### config.mk
export PLATFORM = sky130hd
export DESIGN_NAME = frame_validity_poison_gate_unit
export DESIGN_NICKNAME = d
export VERILOG_FILES = /design/src/rtl/core/fvpg_pkg.sv /design/src/rtl/core/fvpg_in_reg.sv /design/src/rtl/core/fvpg_core.sv /design/src/rtl/core/frame_validity_poison_gate_unit.sv
export SDC_FILE = /design/constraint.sdc
export NUM_CORES = 1
export LEC_CHECK = 0
export BUFFER_PORTS_ARGS = -buffer_cell sky130_fd_sc_hd__buf_4
export CAP_MARGIN = 20
export CORE_MARGIN = 2
export CORE_UTILIZATION = 50
export CTS_BUF_LIST = sky130_fd_sc_hd__clkbuf_4
export CTS_CLUSTER_SIZE = 40
export DETAILED_ROUTE_END_ITERATION = 7
export PLACE_DENSITY_LB_ADDON = 0.12
export REMOVE_ABC_BUFFERS = 1
export SKIP_CTS_REPAIR_TIMING = 1
export SLEW_MARGIN = 40
export SYNTH_ARGS = -nofsm -noshare
export SYNTH_HDL_FRONTEND = slang
export SYNTH_SLANG_ARGS = --single-unit
### constraint.sdc
create_clock -name clock -period 33.5 [get_ports clock]
set_input_delay 3.35 -clock clock [delete_from_list [all_inputs] [get_ports clock]]
set_output_delay 3.35 -clock clock [all_outputs]
set_load 0.02 [all_outputs]
### src/rtl/core/fvpg_pkg.sv
// shared types, codes and helpers for the frame validity poison gate
// used by every module under rtl/core; depends on nothing
package fvpg_pkg;

   // width of the saturating drop and entry counters
   localparam int COUNT_WIDTH = 32;
   localparam int NUM_BITS    = 6;
   localparam int OUT_CNT_W   = 32;
   localparam int TIME_W      = 64;

   localparam int REQ_TDATA_W = 80;
   localparam int REQ_TUSER_W = 2;
   localparam int RSP_TDATA_W = 328;

   // commands
   localparam logic [1:0] CMD_JUDGE = 2'd0;
   localparam logic [1:0] CMD_FORCE = 2'd1;
   localparam logic [1:0] CMD_CLEAR = 2'd2;

   // validity bit positions
   localparam int BIT_REFS     = 0;
   localparam int BIT_PARAMS   = 1;
   localparam int BIT_RECOVERY = 2;
   localparam int BIT_COLOR    = 3;
   localparam int BIT_REORDER  = 4;
   localparam int BIT_FENCE    = 5;

   localparam logic [NUM_BITS-1:0] MASK_ALL = '1;
   localparam logic [NUM_BITS-1:0] MASK_REFS_RECOVERY =
      NUM_BITS'((1 << BIT_REFS) | (1 << BIT_RECOVERY));

   // poison causes
   localparam logic [2:0] CAUSE_NONE    = 3'd0;
   localparam logic [2:0] CAUSE_DECODE  = 3'd1;
   localparam logic [2:0] CAUSE_REFS    = 3'd2;
   localparam logic [2:0] CAUSE_PARAMS  = 3'd3;
   localparam logic [2:0] CAUSE_REORDER = 3'd4;
   localparam logic [2:0] CAUSE_FENCE   = 3'd5;
   localparam logic [2:0] CAUSE_COLOR   = 3'd6;

   typedef logic [COUNT_WIDTH-1:0] count_type;

   typedef struct packed {
      logic [1:0]          command;
      logic                dec_fail;
      logic [NUM_BITS-1:0] valid_bits;
      logic                key_frame;
      logic [TIME_W-1:0]   frame_time;
      logic [2:0]          forced_source;
   } req_item_type;

   typedef struct packed {
      logic                 admitted;
      logic                 poison_now;
      logic [2:0]           poison_cause;
      logic [OUT_CNT_W-1:0] refs_drop_total;
      logic [OUT_CNT_W-1:0] params_drop_total;
      logic [OUT_CNT_W-1:0] recovery_drop_total;
      logic [OUT_CNT_W-1:0] color_drop_total;
      logic [OUT_CNT_W-1:0] reorder_drop_total;
      logic [OUT_CNT_W-1:0] fence_drop_total;
      logic [TIME_W-1:0]    last_dropped_time;
      logic [OUT_CNT_W-1:0] poison_entries;
      logic [OUT_CNT_W-1:0] poisoned_drops;
   } rsp_item_type;

   function automatic count_type sat_inc(input count_type v);
      return (v == '1) ? v : count_type'(v + 1'b1);
   endfunction

   // low bits of a counter, zero extended when the counter is narrow
   function automatic logic [OUT_CNT_W-1:0] to_out(input count_type v);
      logic [COUNT_WIDTH+OUT_CNT_W-1:0] ext;
      ext = {{OUT_CNT_W{1'b0}}, v};
      return ext[OUT_CNT_W-1:0];
   endfunction

   // cause picked by priority: refs, recovery, params, reorder, fence, color
   function automatic logic [2:0] cause_of(input logic [NUM_BITS-1:0] missing);
      logic [2:0] c;
      if (missing[BIT_REFS] || missing[BIT_RECOVERY]) c = CAUSE_REFS;
      else if (missing[BIT_PARAMS])                   c = CAUSE_PARAMS;
      else if (missing[BIT_REORDER])                  c = CAUSE_REORDER;
      else if (missing[BIT_FENCE])                    c = CAUSE_FENCE;
      else if (missing[BIT_COLOR])                    c = CAUSE_COLOR;
      else                                            c = CAUSE_NONE;
      return c;
   endfunction

endpackage

### src/rtl/core/fvpg_in_reg.sv
// input register of the poison gate: takes one item and unpacks the stream word
// depends on fvpg_pkg
module fvpg_in_reg (
   input  logic                            clock,
   input  logic                            reset,
   input  logic                            req_tvalid,
   output logic                            req_tready,
   input  logic [fvpg_pkg::REQ_TDATA_W-1:0] req_tdata,
   input  logic [fvpg_pkg::REQ_TUSER_W-1:0] req_tuser,
   input  logic                            take,
   output logic                            item_valid,
   output fvpg_pkg::req_item_type          item
);

   logic                   valid_ff, valid_in;
   fvpg_pkg::req_item_type item_ff, item_in;

   assign req_tready = !valid_ff || take;
   assign item_valid = valid_ff;
   assign item       = item_ff;

   always_comb begin
      valid_in = valid_ff;
      if (take) valid_in = 1'b0;
      if (req_tvalid && req_tready) valid_in = 1'b1;
      item_in.command       = req_tuser[1:0];
      item_in.dec_fail      = req_tdata[0];
      item_in.valid_bits    = req_tdata[6:1];
      item_in.key_frame     = req_tdata[7];
      item_in.frame_time    = req_tdata[71:8];
      item_in.forced_source = req_tdata[74:72];
   end

   always_ff @(posedge clock) begin
      if (reset) begin
         valid_ff <= 1'b0;
      end else begin
         valid_ff <= valid_in;
      end
   end

   always_ff @(posedge clock) begin
      if (req_tvalid && req_tready) begin
         item_ff <= item_in;
      end
   end

endmodule

### src/rtl/core/fvpg_core.sv
// gate state and decision logic: poison flag, cause and drop counters
// depends on fvpg_pkg
module fvpg_core (
   input  logic                   clock,
   input  logic                   reset,
   input  logic                   fire,
   input  fvpg_pkg::req_item_type item,
   output fvpg_pkg::rsp_item_type result
);

   logic                           poisoned_ff, poisoned_in;
   logic [2:0]                     cause_ff, cause_in;
   fvpg_pkg::count_type            bit_cnt_ff [fvpg_pkg::NUM_BITS];
   fvpg_pkg::count_type            bit_cnt_in [fvpg_pkg::NUM_BITS];
   logic [fvpg_pkg::TIME_W-1:0]    last_time_ff, last_time_in;
   fvpg_pkg::count_type            entry_ff, entry_in;
   fvpg_pkg::count_type            drop_ff, drop_in;

   logic                           admit;
   logic                           do_enter;
   logic [2:0]                     enter_cause;
   logic                           do_drop;
   logic [fvpg_pkg::NUM_BITS-1:0]  drop_mask;
   logic                           do_unpoison;
   logic                           do_clear;
   logic [fvpg_pkg::NUM_BITS-1:0]  missing;

   assign missing = fvpg_pkg::MASK_ALL & ~item.valid_bits;

   always_comb begin
      admit       = 1'b0;
      do_enter    = 1'b0;
      enter_cause = fvpg_pkg::CAUSE_NONE;
      do_drop     = 1'b0;
      drop_mask   = '0;
      do_unpoison = 1'b0;
      do_clear    = 1'b0;
      unique case (item.command)
         fvpg_pkg::CMD_JUDGE: begin
            if (item.dec_fail) begin
               do_enter    = !poisoned_ff;
               enter_cause = fvpg_pkg::CAUSE_DECODE;
               do_drop     = 1'b1;
               drop_mask   = fvpg_pkg::MASK_REFS_RECOVERY;
            end else if (missing != '0) begin
               do_enter    = !poisoned_ff;
               enter_cause = fvpg_pkg::cause_of(missing);
               do_drop     = 1'b1;
               drop_mask   = missing;
            end else if (!poisoned_ff) begin
               admit = 1'b1;
            end else if (item.key_frame) begin
               do_unpoison = 1'b1;
               admit       = 1'b1;
            end else begin
               // clean frame while poisoned but not a keyframe
               do_drop   = 1'b1;
               drop_mask = fvpg_pkg::MASK_REFS_RECOVERY;
            end
         end
         fvpg_pkg::CMD_FORCE: begin
            // forcing the cause already held is a no-op; code 7 is ignored
            if (item.forced_source <= fvpg_pkg::CAUSE_COLOR &&
                !(poisoned_ff && cause_ff == item.forced_source)) begin
               do_enter    = 1'b1;
               enter_cause = item.forced_source;
            end
         end
         fvpg_pkg::CMD_CLEAR: begin
            do_clear = 1'b1;
         end
         default: begin
         end
      endcase
   end

   always_comb begin
      poisoned_in  = poisoned_ff;
      cause_in     = cause_ff;
      last_time_in = last_time_ff;
      entry_in     = entry_ff;
      drop_in      = drop_ff;
      for (int i = 0; i < fvpg_pkg::NUM_BITS; i++) begin
         bit_cnt_in[i] = bit_cnt_ff[i];
      end
      if (do_clear) begin
         poisoned_in  = 1'b0;
         cause_in     = fvpg_pkg::CAUSE_NONE;
         last_time_in = '0;
         entry_in     = '0;
         drop_in      = '0;
         for (int i = 0; i < fvpg_pkg::NUM_BITS; i++) begin
            bit_cnt_in[i] = '0;
         end
      end else begin
         if (do_enter) begin
            poisoned_in = 1'b1;
            cause_in    = enter_cause;
            entry_in    = fvpg_pkg::sat_inc(entry_ff);
         end
         if (do_unpoison) begin
            poisoned_in = 1'b0;
            cause_in    = fvpg_pkg::CAUSE_NONE;
         end
         if (do_drop) begin
            last_time_in = item.frame_time;
            drop_in      = fvpg_pkg::sat_inc(drop_ff);
            for (int i = 0; i < fvpg_pkg::NUM_BITS; i++) begin
               if (drop_mask[i]) bit_cnt_in[i] = fvpg_pkg::sat_inc(bit_cnt_ff[i]);
            end
         end
      end
   end

   always_comb begin
      result.admitted            = admit;
      result.poison_now          = poisoned_in;
      result.poison_cause        = cause_in;
      result.refs_drop_total     = fvpg_pkg::to_out(bit_cnt_in[fvpg_pkg::BIT_REFS]);
      result.params_drop_total   = fvpg_pkg::to_out(bit_cnt_in[fvpg_pkg::BIT_PARAMS]);
      result.recovery_drop_total = fvpg_pkg::to_out(bit_cnt_in[fvpg_pkg::BIT_RECOVERY]);
      result.color_drop_total    = fvpg_pkg::to_out(bit_cnt_in[fvpg_pkg::BIT_COLOR]);
      result.reorder_drop_total  = fvpg_pkg::to_out(bit_cnt_in[fvpg_pkg::BIT_REORDER]);
      result.fence_drop_total    = fvpg_pkg::to_out(bit_cnt_in[fvpg_pkg::BIT_FENCE]);
      result.last_dropped_time   = last_time_in;
      result.poison_entries      = fvpg_pkg::to_out(entry_in);
      result.poisoned_drops      = fvpg_pkg::to_out(drop_in);
   end

   always_ff @(posedge clock) begin
      if (reset) begin
         poisoned_ff  <= 1'b0;
         cause_ff     <= fvpg_pkg::CAUSE_NONE;
         last_time_ff <= '0;
         entry_ff     <= '0;
         drop_ff      <= '0;
         for (int i = 0; i < fvpg_pkg::NUM_BITS; i++) begin
            bit_cnt_ff[i] <= '0;
         end
      end else if (fire) begin
         poisoned_ff  <= poisoned_in;
         cause_ff     <= cause_in;
         last_time_ff <= last_time_in;
         entry_ff     <= entry_in;
         drop_ff      <= drop_in;
         for (int i = 0; i < fvpg_pkg::NUM_BITS; i++) begin
            bit_cnt_ff[i] <= bit_cnt_in[i];
         end
      end
   end

endmodule

### src/rtl/core/frame_validity_poison_gate_unit.sv
// Frame validity poison gate. Each item is a command: judge a frame, force the
// gate poisoned with a given cause, or clear all state. Every item gives one
// result with the admit decision, the poison flag and cause, and all counters
// as they stand after that item. One item is taken per cycle while results are
// not stalled; an item waits in the input register, is judged and updates the
// gate state when it moves on, and its result is then held in the result
// register, written only when that register is empty or being drained. A stalled
// result holds the input register and then input.
// depends on fvpg_pkg, fvpg_in_reg and fvpg_core
module frame_validity_poison_gate_unit (
   input  logic                             clock,
   input  logic                             reset,
   input  logic                             req_tvalid,
   output logic                             req_tready,
   // dec_fail, valid_bits[5:0], key_frame, frame_time[63:0],
   // forced_source[2:0], zero pad
   input  logic [fvpg_pkg::REQ_TDATA_W-1:0] req_tdata,
   // command[1:0]
   input  logic [fvpg_pkg::REQ_TUSER_W-1:0] req_tuser,
   output logic                             rsp_tvalid,
   input  logic                             rsp_tready,
   // admitted, poison_now, poison_cause[2:0], refs_drop_total,
   // params_drop_total, recovery_drop_total, color_drop_total,
   // reorder_drop_total, fence_drop_total, last_dropped_time[63:0],
   // poison_entries, poisoned_drops (counters 32 bits each), zero pad
   output logic [fvpg_pkg::RSP_TDATA_W-1:0] rsp_tdata
);

   logic                   item_valid;
   fvpg_pkg::req_item_type item;
   fvpg_pkg::rsp_item_type result;
   logic                   fire;
   logic                   rsp_valid_ff, rsp_valid_in;
   fvpg_pkg::rsp_item_type rsp_ff;

   // an item moves on when the result register is empty or being drained
   assign fire = item_valid && (!rsp_valid_ff || rsp_tready);

   fvpg_in_reg u_in_reg (
      .clock      (clock),
      .reset      (reset),
      .req_tvalid (req_tvalid),
      .req_tready (req_tready),
      .req_tdata  (req_tdata),
      .req_tuser  (req_tuser),
      .take       (fire),
      .item_valid (item_valid),
      .item       (item)
   );

   fvpg_core u_core (
      .clock  (clock),
      .reset  (reset),
      .fire   (fire),
      .item   (item),
      .result (result)
   );

   always_comb begin
      rsp_valid_in = rsp_valid_ff;
      if (rsp_tready) rsp_valid_in = 1'b0;
      if (fire) rsp_valid_in = 1'b1;
   end

   always_ff @(posedge clock) begin
      if (reset) begin
         rsp_valid_ff <= 1'b0;
      end else begin
         rsp_valid_ff <= rsp_valid_in;
      end
   end

   always_ff @(posedge clock) begin
      if (fire) begin
         rsp_ff <= result;
      end
   end

   assign rsp_tvalid = rsp_valid_ff;

   always_comb begin
      rsp_tdata          = '0;
      rsp_tdata[0]       = rsp_ff.admitted;
      rsp_tdata[1]       = rsp_ff.poison_now;
      rsp_tdata[4:2]     = rsp_ff.poison_cause;
      rsp_tdata[36:5]    = rsp_ff.refs_drop_total;
      rsp_tdata[68:37]   = rsp_ff.params_drop_total;
      rsp_tdata[100:69]  = rsp_ff.recovery_drop_total;
      rsp_tdata[132:101] = rsp_ff.color_drop_total;
      rsp_tdata[164:133] = rsp_ff.reorder_drop_total;
      rsp_tdata[196:165] = rsp_ff.fence_drop_total;
      rsp_tdata[260:197] = rsp_ff.last_dropped_time;
      rsp_tdata[292:261] = rsp_ff.poison_entries;
      rsp_tdata[324:293] = rsp_ff.poisoned_drops;
   end

endmodule
# ---- Yosys cells after proc, flatten, opt, wreduce, memory -nomap -nowiden
# Memories as Yosys holds them, arrays and structs flattened.
# Index checks and enable logic that the tools add are counted.
dict set report classes {
  addsub 8
  magnitude_cmp 1
  n_eq_ne 11
  mux 73
  bitwise_logic 8
  n_reduce_logical 16
}
# cell count
set op_table {}
lappend op_table {{$mux W32} 24}
lappend op_table {{$mux W192} 2}
lappend op_table {{$add A32 B1 Y32 const B} 8}
lappend op_table {{$eq A32 B32 Y1 const B} 8}
lappend op_table {{$mux W64} 2}
lappend op_table {{$mux W3} 12}
lappend op_table {{$mux W1} 27}
lappend op_table {{$mux W6} 4}
lappend op_table {{$not A6 Y6} 1}
lappend op_table {{$or A1 B1 Y1} 6}
lappend op_table {{$pmux W3 S2} 1}
lappend op_table {{$reduce_bool A6 Y1} 1}
lappend op_table {{$logic_and A1 B1 Y1} 4}
lappend op_table {{$logic_not A1 Y1} 4}
lappend op_table {{$reduce_bool A2 Y1} 2}
lappend op_table {{$eq A3 B3 Y1} 1}
lappend op_table {{$le A3 B3 Y1 const B} 1}
lappend op_table {{$logic_or A1 B1 Y1} 3}
lappend op_table {{$reduce_or A3 Y1} 1}
lappend op_table {{$eq A2 B1 Y1 const B} 1}
lappend op_table {{$eq A2 B2 Y1 const B} 1}
lappend op_table {{$logic_not A2 Y1} 1}
lappend op_table {{$pmux W1 S2} 1}
lappend op_table {{$not A1 Y1} 1}
dict set report totals {
  reg_bits 536
  mem_bits_rw 192
  wordCells 143
  n_memories 1
}
# name depth word_bits rd rd_ports_with_merged_regs wr line
set memory_table {}
lappend memory_table {u_core.bit_cnt_ff 6 32 6 0 6 fvpg_core.sv:13} ;# fvpg_pkg::count_type bit_cnt_ff [fvpg_pkg::NUM_BITS];

# ---- Longest topological paths before layout
dict set report logic_depth {
  ltp_word 12
  mapped_depth 11
  depth_no_buf 8
}

# ---- Cells and area by module
# Synthesis repeated with hierarchy kept, for this count alone.
dict set report hier_totals {
  cells_unflattened 2866
  area_unflattened_um2 32180.9
}
# module instances cells_per_inst area_per_inst_um2 seq_area_each_um2
set by_module_without_submodules {}
lappend by_module_without_submodules {fvpg_core 1 2450 19972.9 8408.1}
lappend by_module_without_submodules {frame_validity_poison_gate_unit 1 334 9840.7 9779.4}
lappend by_module_without_submodules {fvpg_in_reg 1 82 2367.3 2332.2}

# ---- Least setup slack after synthesis
# OpenSTA, ideal clock, no wires.
dict set report synth_path {
  kind {input port to flip-flop}
  start {input port rsp_tready}
  end {register rsp_ff, in the netlist rsp_tdata[0] (enable)}
  setup_time_ns 0.814
  arrival_time_ns 12.813
  required_time_ns 32.686
  path_slack_ns 19.873
  stages 5
  n_path_buf 2
  cell_sequence {nand2b_1 -> nand2_1 -> inv_1 -> clkbuf_1 -> buf_1}
}
dict set report synth_between {
  elab_chain_cells 2
}
# element line
set synth_lines {}
lappend synth_lines {{start: declaration} frame_validity_poison_gate_unit.sv:21} ;# input logic rsp_tready,
lappend synth_lines {{$logic_or A1 B1 Y1} frame_validity_poison_gate_unit.sv:37} ;# assign fire = item_valid && (!rsp_valid_ff || rsp_tready);
lappend synth_lines {{$logic_and A1 B1 Y1} frame_validity_poison_gate_unit.sv:37}
lappend synth_lines {{net fire} frame_validity_poison_gate_unit.sv:32} ;# logic fire;
lappend synth_lines {{end signal: assignment} frame_validity_poison_gate_unit.sv:75} ;# rsp_ff <= result;
lappend synth_lines {{end: declaration} frame_validity_poison_gate_unit.sv:34} ;# fvpg_pkg::rsp_item_type rsp_ff;
# The timed path passes the listed nets, and every way through them passes these cells.
# A chain may end at the register's enable or synchronous reset.

# ---- Final worst setup path
dict set report layout_path {
  start {input port rsp_tready}
  end {output port req_tready}
}
dict set report layout_between {
  elab_chain_cells 3
}
# element line
set layout_lines {}
lappend layout_lines {{$logic_or A1 B1 Y1} frame_validity_poison_gate_unit.sv:37}
lappend layout_lines {{$logic_and A1 B1 Y1} frame_validity_poison_gate_unit.sv:37}
lappend layout_lines {{$logic_or A1 B1 Y1} fvpg_in_reg.sv:18} ;# assign req_tready = !valid_ff || take;
lappend layout_lines {{end: declaration} frame_validity_poison_gate_unit.sv:14} ;# output logic req_tready,
# Every way passes these cells.

==> impl_metrics.toml <==
[layout]
layout-drive-gt1-share_pct = 22.3
n_fill_cell = 5384
final_core_util_pct = 60.4
nets = 3502
area_delta_synth_final_pct = 20.2

[pwr]
swShare_pct = 24.9
p_sw_mw = 0.497
p_leak_nw = 13.9
pwr-share-seq_pct = 52.7
clkPwrFrac_pct = 39.5
internal-power_mw = 1.50
comb_power_share_pct = 7.7
p_per_area_mw_per_mm2 = 51.5
peakVddDrop_mv = 0.0316

[cts]
clockRootBuffer = "clkbuf_4"
clockBufferDepth = 3
cts.sinks = 728
cts_tree = "built"
clock_latency_ps = 1010
clkTransAtPathRegs_ps = 60
cts_buffers = 191
htreeDepth = 4

[floorplan]
die_w_um = 258
start_util_pct = 50.3
core_region_area_sq_mm = 0.0641
fp-row-count = 93
io_pins = 416
die_h_um = 258
die-area_sq_mm = 0.0665

[timing]
drv_slew = 0
clock.fmax_mhz = 137
clock_skew_ps = 56.0
period_share_pct = 21.8
rsz0062_at_grt = "false"
final-setup-viol-count = 0
tightestPinTransition_ps = 833
fin_crit_ps = 7300
fin_tns_setup_ps = 0
hold_viol = 0
slew_headroom_pct = 44.0

[yosys]
ys_seq_area_share_pct = 63.7
netlist_instances = 2926
yosysWarningCount = 0
synth_ff_type = "edfxtp_1"
synth.distinct_cells = 71
synth_seq_cells = 728
ys_async_sr_fraction_pct = 0
synth_edf_count = 594
syn_area_sq_mm = 0.0322
synth_area_per_cell_sq_um = 11.0

[grt]
grt_overflow_total = 0
antenna_found_initial = 8
gr-usage-all-layers_pct = 23.5
grt_pass1_vias = 23790
grt_max_degree = 124
grt_first_pass_wirelength_um = 124000

[hold_path]
hp-class = "reg -> reg"

[detailed_routing]
via_per_inst = 5.49
antenna_left = 0
drc = 0
drt_iter0_drc = 1478
vias = 24276
first_pass_iters = 5
finalWirelength_um = 79300
wl_per_cell_um = 17.9

[place]
hpwl_um = 50400
place.gp.congestion = 0.889
io_buffers = 407

[flow_run]
max_cap_violations = 0

[run_status]
status = "complete, no violations"

[setup_path]
crit_fanout = 3
worst_ep_arrival_time_ps = 3950
required_ps = 30150
critPathKind = "in -> out"
cp-start-kind = "input port"
endpoint_kind = "primary output"
==> cell usage in the layout (no fill, tap or decap), types with 5 or more instances in the layout <==
master	netlist	layout
clkinv_1	0	39
nand3_1	121	120
and4_1	38	38
or4_1	9	9
edfxtp_1	594	594
dfxtp_1	134	134
nand2_1	404	403
nor4_2	8	7
ha_1	8	8
nor2_1	518	515
or3_1	22	21
buf_6	1	9
mux2i_1	18	18
buf_4	4	426
a31oi_1	24	24
nor4b_1	9	9
inv_6	0	5
nor3b_1	10	10
nand4_1	101	101
o21ai_0	57	57
and2_1	17	16
nand2b_1	7	7
clkbuf_4	0	291
nor3_1	64	64
nor4_1	36	35
and3_1	53	53
nor2b_1	6	5
inv_1	27	25
a21oi_1	156	156
xor2_1	115	115
o31ai_1	12	12
a21o_1	6	6
xnor2_1	136	136
==> stage by stage <==
stage          hold slack (ps)  cell area, sq um  worst slack (ps)  power, mW  instances
2_1_floorplan              431             31600             13340       1.16       2775
4_1_cts                    455             38700             26200       2.03       4418
3_3_place_gp               441             36000             26280       1.22       4062
5_1_grt                    471             38700             26150       2.09       4423
3_5_place_dp               447             36200             26200       1.23       4069
6_report                   454             38700             26200       2.00       4423
==> layer usage <==
| metal | part of all wire (%) | up-vias | track usage, % |
|---|---|---|---|
| li1 | - | 11560 | - |
| met1 | 41 | 11710 | 29.1 |
| met2 | 48 | 847 | 37.6 |
| met3 | 7.9 | 151 | 7.21 |
| met4 | 3.2 | 8 | 11.2 |
| met5 | 0.069 | - | 0 |
==> cell type report <==
class	instances	area [sq um]	share of cell area [%]
Sequential cell	728	20500	53.0
Tap cell	855	1070	2.76
Clock inverter	58	344	0.888
Timing Repair Buffer	440	3410	8.80
Inverter	27	121	0.313
Clock buffer	291	2180	5.64
Antenna cell	4	10.0	0.0258
Multi-Input combinational cell	2020	11100	28.6
==> worst paths after layout <==
check,cells past startpoint,to,slack (ps),from
min,2,u_core.last_time_ff[7]$_SDFFE_PP0P_,450,u_core.last_time_ff[7]$_SDFFE_PP0P_
min reg2reg,2,u_core.last_time_ff[7]$_SDFFE_PP0P_,450,u_core.last_time_ff[7]$_SDFFE_PP0P_
max reg2reg,7,u_core.entry_ff[26]$_SDFFE_PP0P_,29650,u_in_reg.item[76]$_DFFE_PP_
max,4,req_tready,26200,rsp_tready
==> cells in the mapped netlist (12+ instances only) <==
cell | count | area share, %
a21oi_1 | 156 | 2.4
a31oi_1 | 24 | 0.47
and2_1 | 17 | 0.33
and3_1 | 53 | 1.0
and4_1 | 38 | 1.0
buf_2 | 17 | 0.26
clkbuf_1 | 120 | 1.4
dfxtp_1 | 134 | 8.3
edfxtp_1 | 594 | 55
inv_1 | 27 | 0.31
mux2i_1 | 18 | 0.56
nand2_1 | 404 | 4.7
nand3_1 | 121 | 1.9
nand4_1 | 101 | 2.0
nor2_1 | 518 | 6.0
nor3_1 | 64 | 0.99
nor4_1 | 36 | 0.70
o21ai_0 | 57 | 0.89
o31ai_1 | 12 | 0.28
or3_1 | 22 | 0.43
xnor2_1 | 136 | 3.7
xor2_1 | 115 | 3.1
==> critical path, cell delays in order <==
cell	delay (ps)
buf_4	110
nor2b_1	200
nand2_1	110
buf_4	170
==> cells by family (layout without fill, tap and decap cells) <==
| kind of cell | count (synthesis) | in the layout | share of synthesized area, % |
|---|---|---|---|
| simple gates | 1444 | 1444 | 21.0 |
| mux | 18 | 18 | 0.559 |
| flops | 728 | 728 | 63.7 |
| compound gates | 296 | 296 | 5.42 |
| fa+ha+maj | 8 | 8 | 0.311 |
| other cells | 1 | 7 | 0.0116 |
| buf+inv | 180 | 816 | 2.24 |
| xor+xnor | 251 | 251 | 6.82 |
==> sequential cells by signal, indices dropped and copies added (netlist names) <==
name	flops
u_core.entry_ff	32
u_in_reg.item_valid	1
rsp_tdata	325
u_core.drop_ff	32
u_core.bit_cnt_ff	192
u_core.poisoned_ff	1
u_core.last_time_ff	64
u_in_reg.item	77
u_core.cause_ff	3
rsp_tvalid	1
==> power groups by stage <==
stage,Clock [mW],Sequential [mW],Combinational (mW)
global placement,0,1.07,0.151
finish,0.789,1.05,0.155
floorplan,0,1.10,0.0646
CTS,0.817,1.05,0.156
global route,0.861,1.06,0.167
detailed placement,0,1.07,0.156
No activity file was read; power rests on OpenSTA's default activity.
